<file path="src/rtl/blab_pkg.sv">
// ----------------------------------------------------------------------------
// blab_pkg
// Types and constants shared by the blob live-block accumulator.
// ----------------------------------------------------------------------------
`default_nettype none

package blab_pkg;

   localparam int TABLE_ENTRIES = 16;
   localparam int IDX_W = (TABLE_ENTRIES > 1) ? $clog2(TABLE_ENTRIES) : 1;
   localparam int CNT_W = $clog2(TABLE_ENTRIES + 1);
   localparam int BLOCK_SHIFT = 12;

   localparam logic KIND_ADD     = 1'b0;
   localparam logic KIND_FINISH  = 1'b1;
   localparam logic STATUS_ENTRY = 1'b0;
   localparam logic STATUS_FULL  = 1'b1;

   typedef struct packed {
      logic        kind;
      logic        is_blob_index;
      logic [63:0] blob_file;
      logic [63:0] blob_size;
   } req_type;

   typedef struct packed {
      logic        status;
      logic [63:0] entry_file;
      logic [63:0] live_blocks;
      logic        last;
   } rsp_type;

   typedef struct packed {
      logic [63:0] key;
      logic [63:0] count;
   } entry_type;

   typedef enum logic [2:0] {
      ST_IDLE,
      ST_SCAN_RD,
      ST_SCAN_CMP,
      ST_SHIFT_RD,
      ST_SHIFT_WR,
      ST_INSERT,
      ST_DUMP_RD,
      ST_DUMP_OUT
   } state_type;

endpackage

`default_nettype wire

</file>
<file path="src/rtl/blob_live_block_accumulator_unit.sv">
// ----------------------------------------------------------------------------
// blob_live_block_accumulator_unit
// Sorted table of blob file numbers with saturating 4 KiB block counts.
// ----------------------------------------------------------------------------
// usage:
//   a word on req_word is taken at a clock edge with start high and busy low.
//   an add word that is a blob reference adds blob_size/4096+1 to the count
//   of its file, inserting the file in ascending order if it is new. a finish
//   word reads every entry out in ascending order, last marking the final one.
//   results appear on rsp_word for one cycle with rsp_valid high; the
//   receiver has no way to stall them.
// sequence:
//   all entries live in one synchronous memory with a registered read, so
//   each access has a read state and a use state. an add is accepted in
//   idle, then compares entries from entry 0 (scan read, compare); an
//   insert that moves entries adds a shift read and a shift write per entry
//   moved, then the insert write. an add to an empty table goes straight
//   to the insert write; a finish reads then outputs each entry in turn.
//   non-blob adds and a finish on an empty table never raise busy. a
//   result is registered and shows in the next cycle; busy may be low then.
// reset:
//   synchronous; clears the fill count, no clearing pass over the memory.
// ----------------------------------------------------------------------------
`default_nettype none

module blob_live_block_accumulator_unit (
   input  wire               clock,
   input  wire               reset,
   input  wire               start,
   output logic              busy,
   input  wire blab_pkg::req_type req_word,
   output logic              rsp_valid,
   output blab_pkg::rsp_type rsp_word
);
   import blab_pkg::*;

   entry_type        mem [TABLE_ENTRIES];
   entry_type        rdata_ff;
   logic [IDX_W-1:0] raddr;
   logic             mem_we;
   logic [IDX_W-1:0] waddr;
   entry_type        wdata;

   state_type        state_ff, state_in;
   logic [63:0]      file_ff, file_in;
   logic [63:0]      inc_ff, inc_in;
   logic [IDX_W-1:0] idx_ff, idx_in;
   logic [IDX_W-1:0] pos_ff, pos_in;
   logic [CNT_W-1:0] used_ff, used_in;
   logic             rsp_valid_ff, rsp_valid_in;
   rsp_type          rsp_ff, rsp_in;

   logic [64:0]      sum;
   logic [CNT_W-1:0] idx_next_cnt;
   logic [CNT_W-1:0] pos_new;
   logic             key_lt;

   always_ff @(posedge clock) begin
      if (mem_we) begin
         mem[waddr] <= wdata;
      end
      rdata_ff <= mem[raddr];
   end

   always_ff @(posedge clock) begin
      if (reset) begin
         state_ff     <= ST_IDLE;
         used_ff      <= '0;
         rsp_valid_ff <= 1'b0;
      end else begin
         state_ff     <= state_in;
         used_ff      <= used_in;
         rsp_valid_ff <= rsp_valid_in;
      end
   end

   always_ff @(posedge clock) begin
      file_ff <= file_in;
      inc_ff  <= inc_in;
      idx_ff  <= idx_in;
      pos_ff  <= pos_in;
      rsp_ff  <= rsp_in;
   end

   assign sum          = {1'b0, rdata_ff.count} + {1'b0, inc_ff};
   assign idx_next_cnt = CNT_W'(idx_ff) + CNT_W'(1);
   assign key_lt       = rdata_ff.key < file_ff;
   assign pos_new      = key_lt ? idx_next_cnt : CNT_W'(idx_ff);

   always_comb begin
      state_in     = state_ff;
      file_in      = file_ff;
      inc_in       = inc_ff;
      idx_in       = idx_ff;
      pos_in       = pos_ff;
      used_in      = used_ff;
      rsp_valid_in = 1'b0;
      rsp_in       = rsp_ff;
      raddr        = idx_ff;
      mem_we       = 1'b0;
      waddr        = idx_ff;
      wdata        = rdata_ff;

      unique case (state_ff)
         ST_IDLE: begin
            if (start) begin
               file_in = req_word.blob_file;
               inc_in  = (req_word.blob_size >> BLOCK_SHIFT) + 64'd1;
               idx_in  = '0;
               pos_in  = '0;
               if (req_word.kind == KIND_FINISH) begin
                  if (used_ff != '0) begin
                     state_in = ST_DUMP_RD;
                  end
               end else if (req_word.is_blob_index) begin
                  if (used_ff == '0) begin
                     state_in = ST_INSERT;
                  end else begin
                     state_in = ST_SCAN_RD;
                  end
               end
            end
         end
         ST_SCAN_RD: begin
            state_in = ST_SCAN_CMP;
         end
         ST_SCAN_CMP: begin
            if (rdata_ff.key == file_ff) begin
               mem_we      = 1'b1;
               waddr       = idx_ff;
               wdata.key   = rdata_ff.key;
               wdata.count = sum[64] ? '1 : sum[63:0];
               state_in    = ST_IDLE;
            end else if (key_lt && (idx_next_cnt != used_ff)) begin
               idx_in   = idx_ff + IDX_W'(1);
               state_in = ST_SCAN_RD;
            end else if (used_ff == CNT_W'(TABLE_ENTRIES)) begin
               rsp_valid_in       = 1'b1;
               rsp_in.status      = STATUS_FULL;
               rsp_in.entry_file  = file_ff;
               rsp_in.live_blocks = '0;
               rsp_in.last        = 1'b1;
               state_in           = ST_IDLE;
            end else if (pos_new == used_ff) begin
               mem_we      = 1'b1;
               waddr       = pos_new[IDX_W-1:0];
               wdata.key   = file_ff;
               wdata.count = inc_ff;
               used_in     = used_ff + CNT_W'(1);
               state_in    = ST_IDLE;
            end else begin
               pos_in   = pos_new[IDX_W-1:0];
               idx_in   = used_ff[IDX_W-1:0];
               state_in = ST_SHIFT_RD;
            end
         end
         ST_SHIFT_RD: begin
            raddr    = idx_ff - IDX_W'(1);
            state_in = ST_SHIFT_WR;
         end
         ST_SHIFT_WR: begin
            mem_we = 1'b1;
            waddr  = idx_ff;
            wdata  = rdata_ff;
            if ((idx_ff - IDX_W'(1)) == pos_ff) begin
               state_in = ST_INSERT;
            end else begin
               idx_in   = idx_ff - IDX_W'(1);
               state_in = ST_SHIFT_RD;
            end
         end
         ST_INSERT: begin
            mem_we      = 1'b1;
            waddr       = pos_ff;
            wdata.key   = file_ff;
            wdata.count = inc_ff;
            used_in     = used_ff + CNT_W'(1);
            state_in    = ST_IDLE;
         end
         ST_DUMP_RD: begin
            state_in = ST_DUMP_OUT;
         end
         ST_DUMP_OUT: begin
            rsp_valid_in       = 1'b1;
            rsp_in.status      = STATUS_ENTRY;
            rsp_in.entry_file  = rdata_ff.key;
            rsp_in.live_blocks = rdata_ff.count;
            rsp_in.last        = (idx_next_cnt == used_ff);
            if (idx_next_cnt == used_ff) begin
               state_in = ST_IDLE;
            end else begin
               idx_in   = idx_ff + IDX_W'(1);
               state_in = ST_DUMP_RD;
            end
         end
         default: begin
            state_in = ST_IDLE;
         end
      endcase
   end

   assign busy      = (state_ff != ST_IDLE);
   assign rsp_valid = rsp_valid_ff;
   assign rsp_word  = rsp_ff;

   // fill count never runs past the table size
   a_used_bound: assert property (@(posedge clock) disable iff (reset)
      used_ff <= CNT_W'(TABLE_ENTRIES))
      else $error("fill count beyond table size");

   // a word only comes out of a compare or readout cycle
   a_rsp_source: assert property (@(posedge clock) disable iff (reset)
      rsp_valid_ff |-> ($past(state_ff) == ST_SCAN_CMP || $past(state_ff) == ST_DUMP_OUT))
      else $error("result without a source state");

   // table-full report only with a full table and as the final word
   a_full_status: assert property (@(posedge clock) disable iff (reset)
      (rsp_valid_ff && rsp_ff.status == STATUS_FULL)
         |-> (used_ff == CNT_W'(TABLE_ENTRIES) && rsp_ff.last))
      else $error("table-full report with room left");

   // work starts only from an accepted request
   a_busy_start: assert property (@(posedge clock) disable iff (reset)
      $rose(busy) |-> $past(start))
      else $error("busy without a request");

endmodule

`default_nettype wire
</file>
<file path="config.mk">
export PLATFORM = sky130hd
export DESIGN_NAME = blob_live_block_accumulator_unit
export DESIGN_NICKNAME = d
export VERILOG_FILES = /design/src/rtl/blab_pkg.sv /design/src/rtl/blob_live_block_accumulator_unit.sv
export SDC_FILE = /design/constraint.sdc
export NUM_CORES = 2
export LEC_CHECK = 0
export BUFFER_PORTS_ARGS = -buffer_cell sky130_fd_sc_hd__buf_4
export CORE_ASPECT_RATIO = 1.4
export CORE_MARGIN = 1
export CORE_UTILIZATION = 65
export CTS_CLUSTER_SIZE = 10
export DETAILED_ROUTE_END_ITERATION = 12
export GPL_ROUTABILITY_DRIVEN = 0
export PLACE_DENSITY = 0.89
export REMOVE_ABC_BUFFERS = 1
export SLEW_MARGIN = 5
export SYNTH_ARGS = -nofsm -noshare
export SYNTH_HDL_FRONTEND = slang
export SYNTH_SLANG_ARGS = --single-unit
export TNS_END_PERCENT = 5
</file>
<file path="constraint.sdc">
create_clock -name clock -period 26.9 [get_ports clock]
set_clock_uncertainty 0.15 [all_clocks]
set_input_delay 2.69 -clock clock [delete_from_list [all_inputs] [get_ports clock]]
set_output_delay 2.69 -clock clock [all_outputs]
set_load 0.005 [all_outputs]
</file>
### After elaboration in Yosys (flattened, before gate mapping)

Memories as Yosys holds them, arrays and structs flattened. A register that Yosys moved wholly into a read port is not among the register bits.
Index checks and enable logic that the tools add are counted.

* bits in registers: 275
* latch bits: 0
* memory bits (writable): 2048
* memory bits (read-only): 0
* bits of input ports: 133
* output and inout bits: 132
* word-level logic and storage cells: 119
* memories kept: 1

Memory list
* mem: words 16, bits a word 128, rd ports 1, clocked after Yosys merged registers in 1, write ports 1, RTL line blob_live_block_accumulator_unit.sv:37 `entry_type mem [TABLE_ENTRIES];`

* $add $sub $neg: 6
* multiply operators: 0
* div/mod/pow operators: 0
* magnitude comparators: 1
* eq/ne operators: 26
* shift operators: 0
* muxes and demuxes: 58
* bitwise gates (word level): 0
* reductions and logical operators: 16

Operators with widths (number)
* 128-bit 2-to-1 mux: 4
* 130-bit 2-to-1 mux: 3
* 130-bit case mux with 2 select lines: 1
* 128-bit case mux with 2 select lines: 1
* 64-bit by 64-bit adder with 65-bit output: 1
* 64-bit equality test: 1
* 64-bit less-than comparator: 1
* 4-bit 2-to-1 mux: 16
* 64-bit 2-to-1 mux: 1
* 52-bit by 1-bit adder with 53-bit output (second input constant): 1
* 5-bit 2-to-1 mux: 5
* 3-bit case mux with 8 select lines: 1
* 3-bit 2-to-1 mux: 7
* 2-bit != test (second input constant): 9
* 4-bit case mux with 2 select lines: 2
* 4-bit case mux with 4 select lines: 1
* 3-bit equality test (second input constant): 4
* 3-bit != test (second input constant): 4
* 5-bit equality test: 2
* 5-bit case mux with 2 select lines: 1
* 1-bit 2-to-1 mux: 9
* 2-bit 2-to-1 mux: 4
* 7-bit AND reduction: 1
* 3-bit by 2-bit equality test with 1-bit output (second input constant): 2
* other kinds (22): 25

### Depth between registers and ports, before layout

* depth after elaboration: 10
* mapped depth: 17
* gate-level depth less buffers: 14

### Worst setup path before layout

No wires, ideal clock.

* kind: reg-to-reg
* start point: register file_ff[39]
* end point: memory mem[13][0] (netlist bit), enable pin
* library setup time: 617 ps
* arrival: 8525 ps
* required time: 26133 ps
* setup slack: 17609 ps
* stages on the path, launching flop included: 17
* buffers on the path: 3
* period minus slack after synthesis: 9291 ps
* cell sequence: edfxtp_1 > inv_1 > ha_1 > a41oi_2 > o21ai_1 > a221oi_2 > a31oi_2 > or4_1 > buf_6 > mux2i_4 > o211a_1 > buf_6 > a21oi_4 > buf_6 > a21oi_2 > or3b_4 > nor2_1

* longest elaborated chain between the ends: 10
* elaborated cells on any way between the ends: 17
* those cells by class: 1 x order compare; 2 x eq/ne; 13 x mux; 1 x reduce/logical

RTL lines
* start, declared: RTL line blob_live_block_accumulator_unit.sv:45 `logic [63:0] file_ff, file_in;`
* start signal, assigned: RTL line blob_live_block_accumulator_unit.sv:78 `file_ff <= file_in;`
* 64-bit less-than comparator: RTL line blob_live_block_accumulator_unit.sv:87 `assign key_lt = rdata_ff.key < file_ff;`
* 5-bit 2-to-1 mux: RTL line blob_live_block_accumulator_unit.sv:88 `assign pos_new = key_lt ? idx_next_cnt : CNT_W'(idx_ff);`
* 5-bit equality test: RTL line blob_live_block_accumulator_unit.sv:144 `end else if (pos_new == used_ff) begin`
* 1-bit 2-to-1 mux: RTL line blob_live_block_accumulator_unit.sv:144
* 1-bit 2-to-1 mux: RTL line blob_live_block_accumulator_unit.sv:137 `end else if (used_ff == CNT_W'(TABLE_ENTRIES)) begin`
* 1-bit 2-to-1 mux: RTL line blob_live_block_accumulator_unit.sv:134 `end else if (key_lt && (idx_next_cnt != used_ff)) begin`
* 1-bit 2-to-1 mux: RTL line blob_live_block_accumulator_unit.sv:128 `if (rdata_ff.key == file_ff) begin`
* 1-bit case mux with 2 select lines: RTL line blob_live_block_accumulator_unit.sv:104 `unique case (state_ff)`
* 1-bit 2-to-1 mux: RTL line blob_live_block_accumulator_unit.sv:59 `if (mem_we) begin`
* 1-bit 2-to-1 mux (implied by the code): RTL line blob_live_block_accumulator_unit.sv:60 `mem[waddr] <= wdata;`
* end, declared: RTL line blob_live_block_accumulator_unit.sv:37

Several ways; a longest one is shown, not always the timed one.

### Final worst setup path

* start point: register file_ff[11]
* end point: memory mem[12][103] (netlist bit), enable pin

The elaborated chain is that of the path after synthesis.

==> results.py <==
metrics = {
    "global_routing": {
        "grt_use_total_pct": 37.1,
        "antenna_found_initial": 10,
        "grt_pass1_wl_um": 398000,
        "grt_max_degree": 174,
        "grt_overflow_total": 0,
        "first_global_vias": 58400,
    },
    "placement": {
        "hpwl_um": 135000,
        "dpl.cell_count": 7107,
        "portBuffers": 252,
        "post_dp_cell_area_mm2": 0.103,
    },
    "yosys": {
        "synth_area_mm2": 0.0981,
        "avgSynthCellArea_um2": 19.5,
        "synth_ff_type": "edfxtp_1",
        "synth_seq_cells": 2440,
        "ys_top_cells_by_area": "edfxtp_1 (70%), mux4_2 (15%), dfxtp_1 (2.8%), ha_1 (1.6%), o21ai_0 (1.2%)",
        "synth.cells.most_frequent": "edfxtp_1 (2,303), mux4_2 (640), nand2_1 (231), o21ai_0 (227), clkbuf_1 (183)",
        "yosysWarnings": 0,
        "synth_edf_count": 2303,
        "synth_top_cell_by_area": "edfxtp_1",
        "synth.most_common_cell": "edfxtp_1",
        "synthesis.instances": 5043,
        "synth_top_area_share_pct": 70.5,
        "synthArstFlopShare_pct": 0,
        "ys_seq_area_share_pct": 73.3,
        "synth.distinct_cells": 89,
    },
    "hold_path": {
        "min_path_type": "flop to flop",
    },
    "cells_and_area": {
        "postLayoutCellArea_mm2": 0.111,
        "drive_gt1_share_pct": 25.2,
        "syn_to_final_growth_pct": 13.1,
        "nNetsFinal": 5709,
        "final_cells": 7598,
    },
    "worst_setup_path": {
        "cp.arrival_ns": 8.93,
        "start_kind": "flop",
        "crit_top_cell": "buf_4",
        "crit_chain": "inv_1 -> ha_1 -> nand4_1 -> nor4_1 -> o21ai_0 -> a31oi_4 -> or4_1 -> mux2i_4 -> o211a_1 -> a21oi_4 -> a211oi_2 -> nand2_1 -> nor2_4 -> buf_4 -> buf_4",
        "slowest_stage": "nor4_1",
        "endpoint_kind": "flop",
        "crit_type": "flop to flop",
        "slowest_delay_ns": 1.16,
        "crit_buf_inv": 3,
        "cp_max_fo": 41,
        "crit_required_ns": 27.26,
        "critPathTopFamily": "simple AND/OR/NAND/NOR gates",
    },
    "die": {
        "chipHeight_um": 462,
        "fp.dieW_um": 330,
        "pin_count": 265,
        "rows": 168,
        "start_util_pct": 65.5,
        "dieArea_mm2": 0.153,
        "fp.coreArea_mm2": 0.150,
    },
    "clocking": {
        "path_clk_slew_ns": 0.05,
        "cts_buffers": 295,
        "insertion_delay_ns": 0.92,
        "ctsHoldBuffers": 0,
        "cts-root-buf": "clkbuf_16",
        "h-tree-depth": 5,
        "clock_path_buffers": 4,
        "post_cts_buffers": 0,
        "clock_sinks": 2440,
        "cts_resized": 0,
        "cts_tree": "done",
    },
    "sta": {
        "finalSetupViolCount": 0,
        "clock.fmax_ghz": 0.117,
        "tns_ns": 0,
        "period_needed_ns": 8.57,
        "worst_pin_slew_ns": 1.39,
        "finalMaxSlewViolations": 0,
        "min_period_over_period_pct": 31.9,
        "rsz0062_at_grt": "no",
        "slew_headroom_pct": 6.57,
        "hold_viol": 0,
    },
    "pwr": {
        "powerDensity_mw_per_mm2": 123,
        "ir_drop_mv": 0.116,
        "p_leak_nw": 36.5,
        "p_total_mw": 13.7,
    },
    "route": {
        "vias_per_cell": 7.42,
        "drc": 0,
        "first_iter_violations": 9552,
        "totalWireLength_um": 277000,
        "drt_pass1_iterations": 12,
        "vias": 56400,
        "wl_per_cell_um": 36.5,
        "detail-route-antenna-nets": 0,
    },
    "run_status": {
        "status": "finished, final reports clean",
    },
    "flow_run": {
        "drv_cap": 0,
    },
}
[worst min-delay path: stages (launching register included)]
cell     delay (ns)
dfxtp_1        0.35
nand2_1        0.05
o21ai_0        0.07
[layout by cell type (no fill, tap or decap), types with 59 or more instances in the layout]
master	n
nand2b_1	59
mux4_2	640
buf_4	353
nand3_1	60
o21ai_1	93
nor2_1	139
ha_1	122
nand2_1	230
inv_1	102
and2_1	63
xnor2_1	77
edfxtp_1	2303
clkbuf_16	302
a21oi_1	97
o21ai_0	197
dfxtp_1	137
clkbuf_1	168
[flip-flops by register name, summed over array words and instances, names as in the netlist]
register / count
idx_ff: 4
state_ff: 3
rsp_valid: 1
mem: 2048
rdata_ff: 128
file_ff: 64
inc_ff: 53
used_ff: 5
rsp_word: 130
pos_ff: 4
[routing by layer]
layer  wire length [um]  global-route usage [%]
met4              20600                    22.4
met2             134000                    59.6
met5                 82                       0
met3              36400                    9.43
met1              86000                    45.6
[per-stage QoR]
step / hold WS, ns / utilization (%) / worst slack [ns]
6_report: 0.436 / 74.0 / 18.33
2_1_floorplan: 0.375 / - / -23.68
3_5_place_dp: 0.414 / 68.5 / 19.16
5_1_grt: 0.479 / 74.0 / 18.39
4_1_cts: 0.435 / 74.0 / 18.76
3_3_place_gp: 0.415 / 68.5 / 19.37
[report_power, final]
group	switching, mW	leakage [nW]	internal (mW)	total (mW)
clock	1.50	3.98	2.07	3.57
sequential	0.299	21.9	5.28	5.58
combinational	2.79	10.6	1.75	4.54
total	4.58	36.5	9.11	13.7
[final timing paths]
kind | cells after the start | startpoint | to | slack [ns]
min reg2reg | 2 | rdata_ff[103] | rsp_word[104] | 0.44
max reg2reg | 15 | file_ff[11] | mem[12][103] | 18.33
max | 15 | file_ff[11] | mem[12][103] | 18.33
min | 2 | rdata_ff[103] | rsp_word[104] | 0.44
[cells by family (layout without fill, tap and decap cells)]
family	after synthesis	count (layout)	share of synthesized area [%]
buf+inv	353	948	1.41
xor+xnor	117	117	1.06
fa+ha+maj	123	123	1.58
compound gates	600	600	3.77
flops	2440	2440	73.3
other cells	0	5	0
simple gates	716	716	3.59
mux	694	694	15.3
[cell type report]
class,instances,area (um2)
Inverter,102,383
Clock inverter,11,113
Fill cell,7486,38900
Tap cell,1955,2450
Clock buffer,471,8200
Antenna cell,5,12.5
Timing Repair Buffer,364,2870
Sequential cell,2440,71900
Multi-Input combinational cell,2250,25100
(Power assumes the default switching activity.)
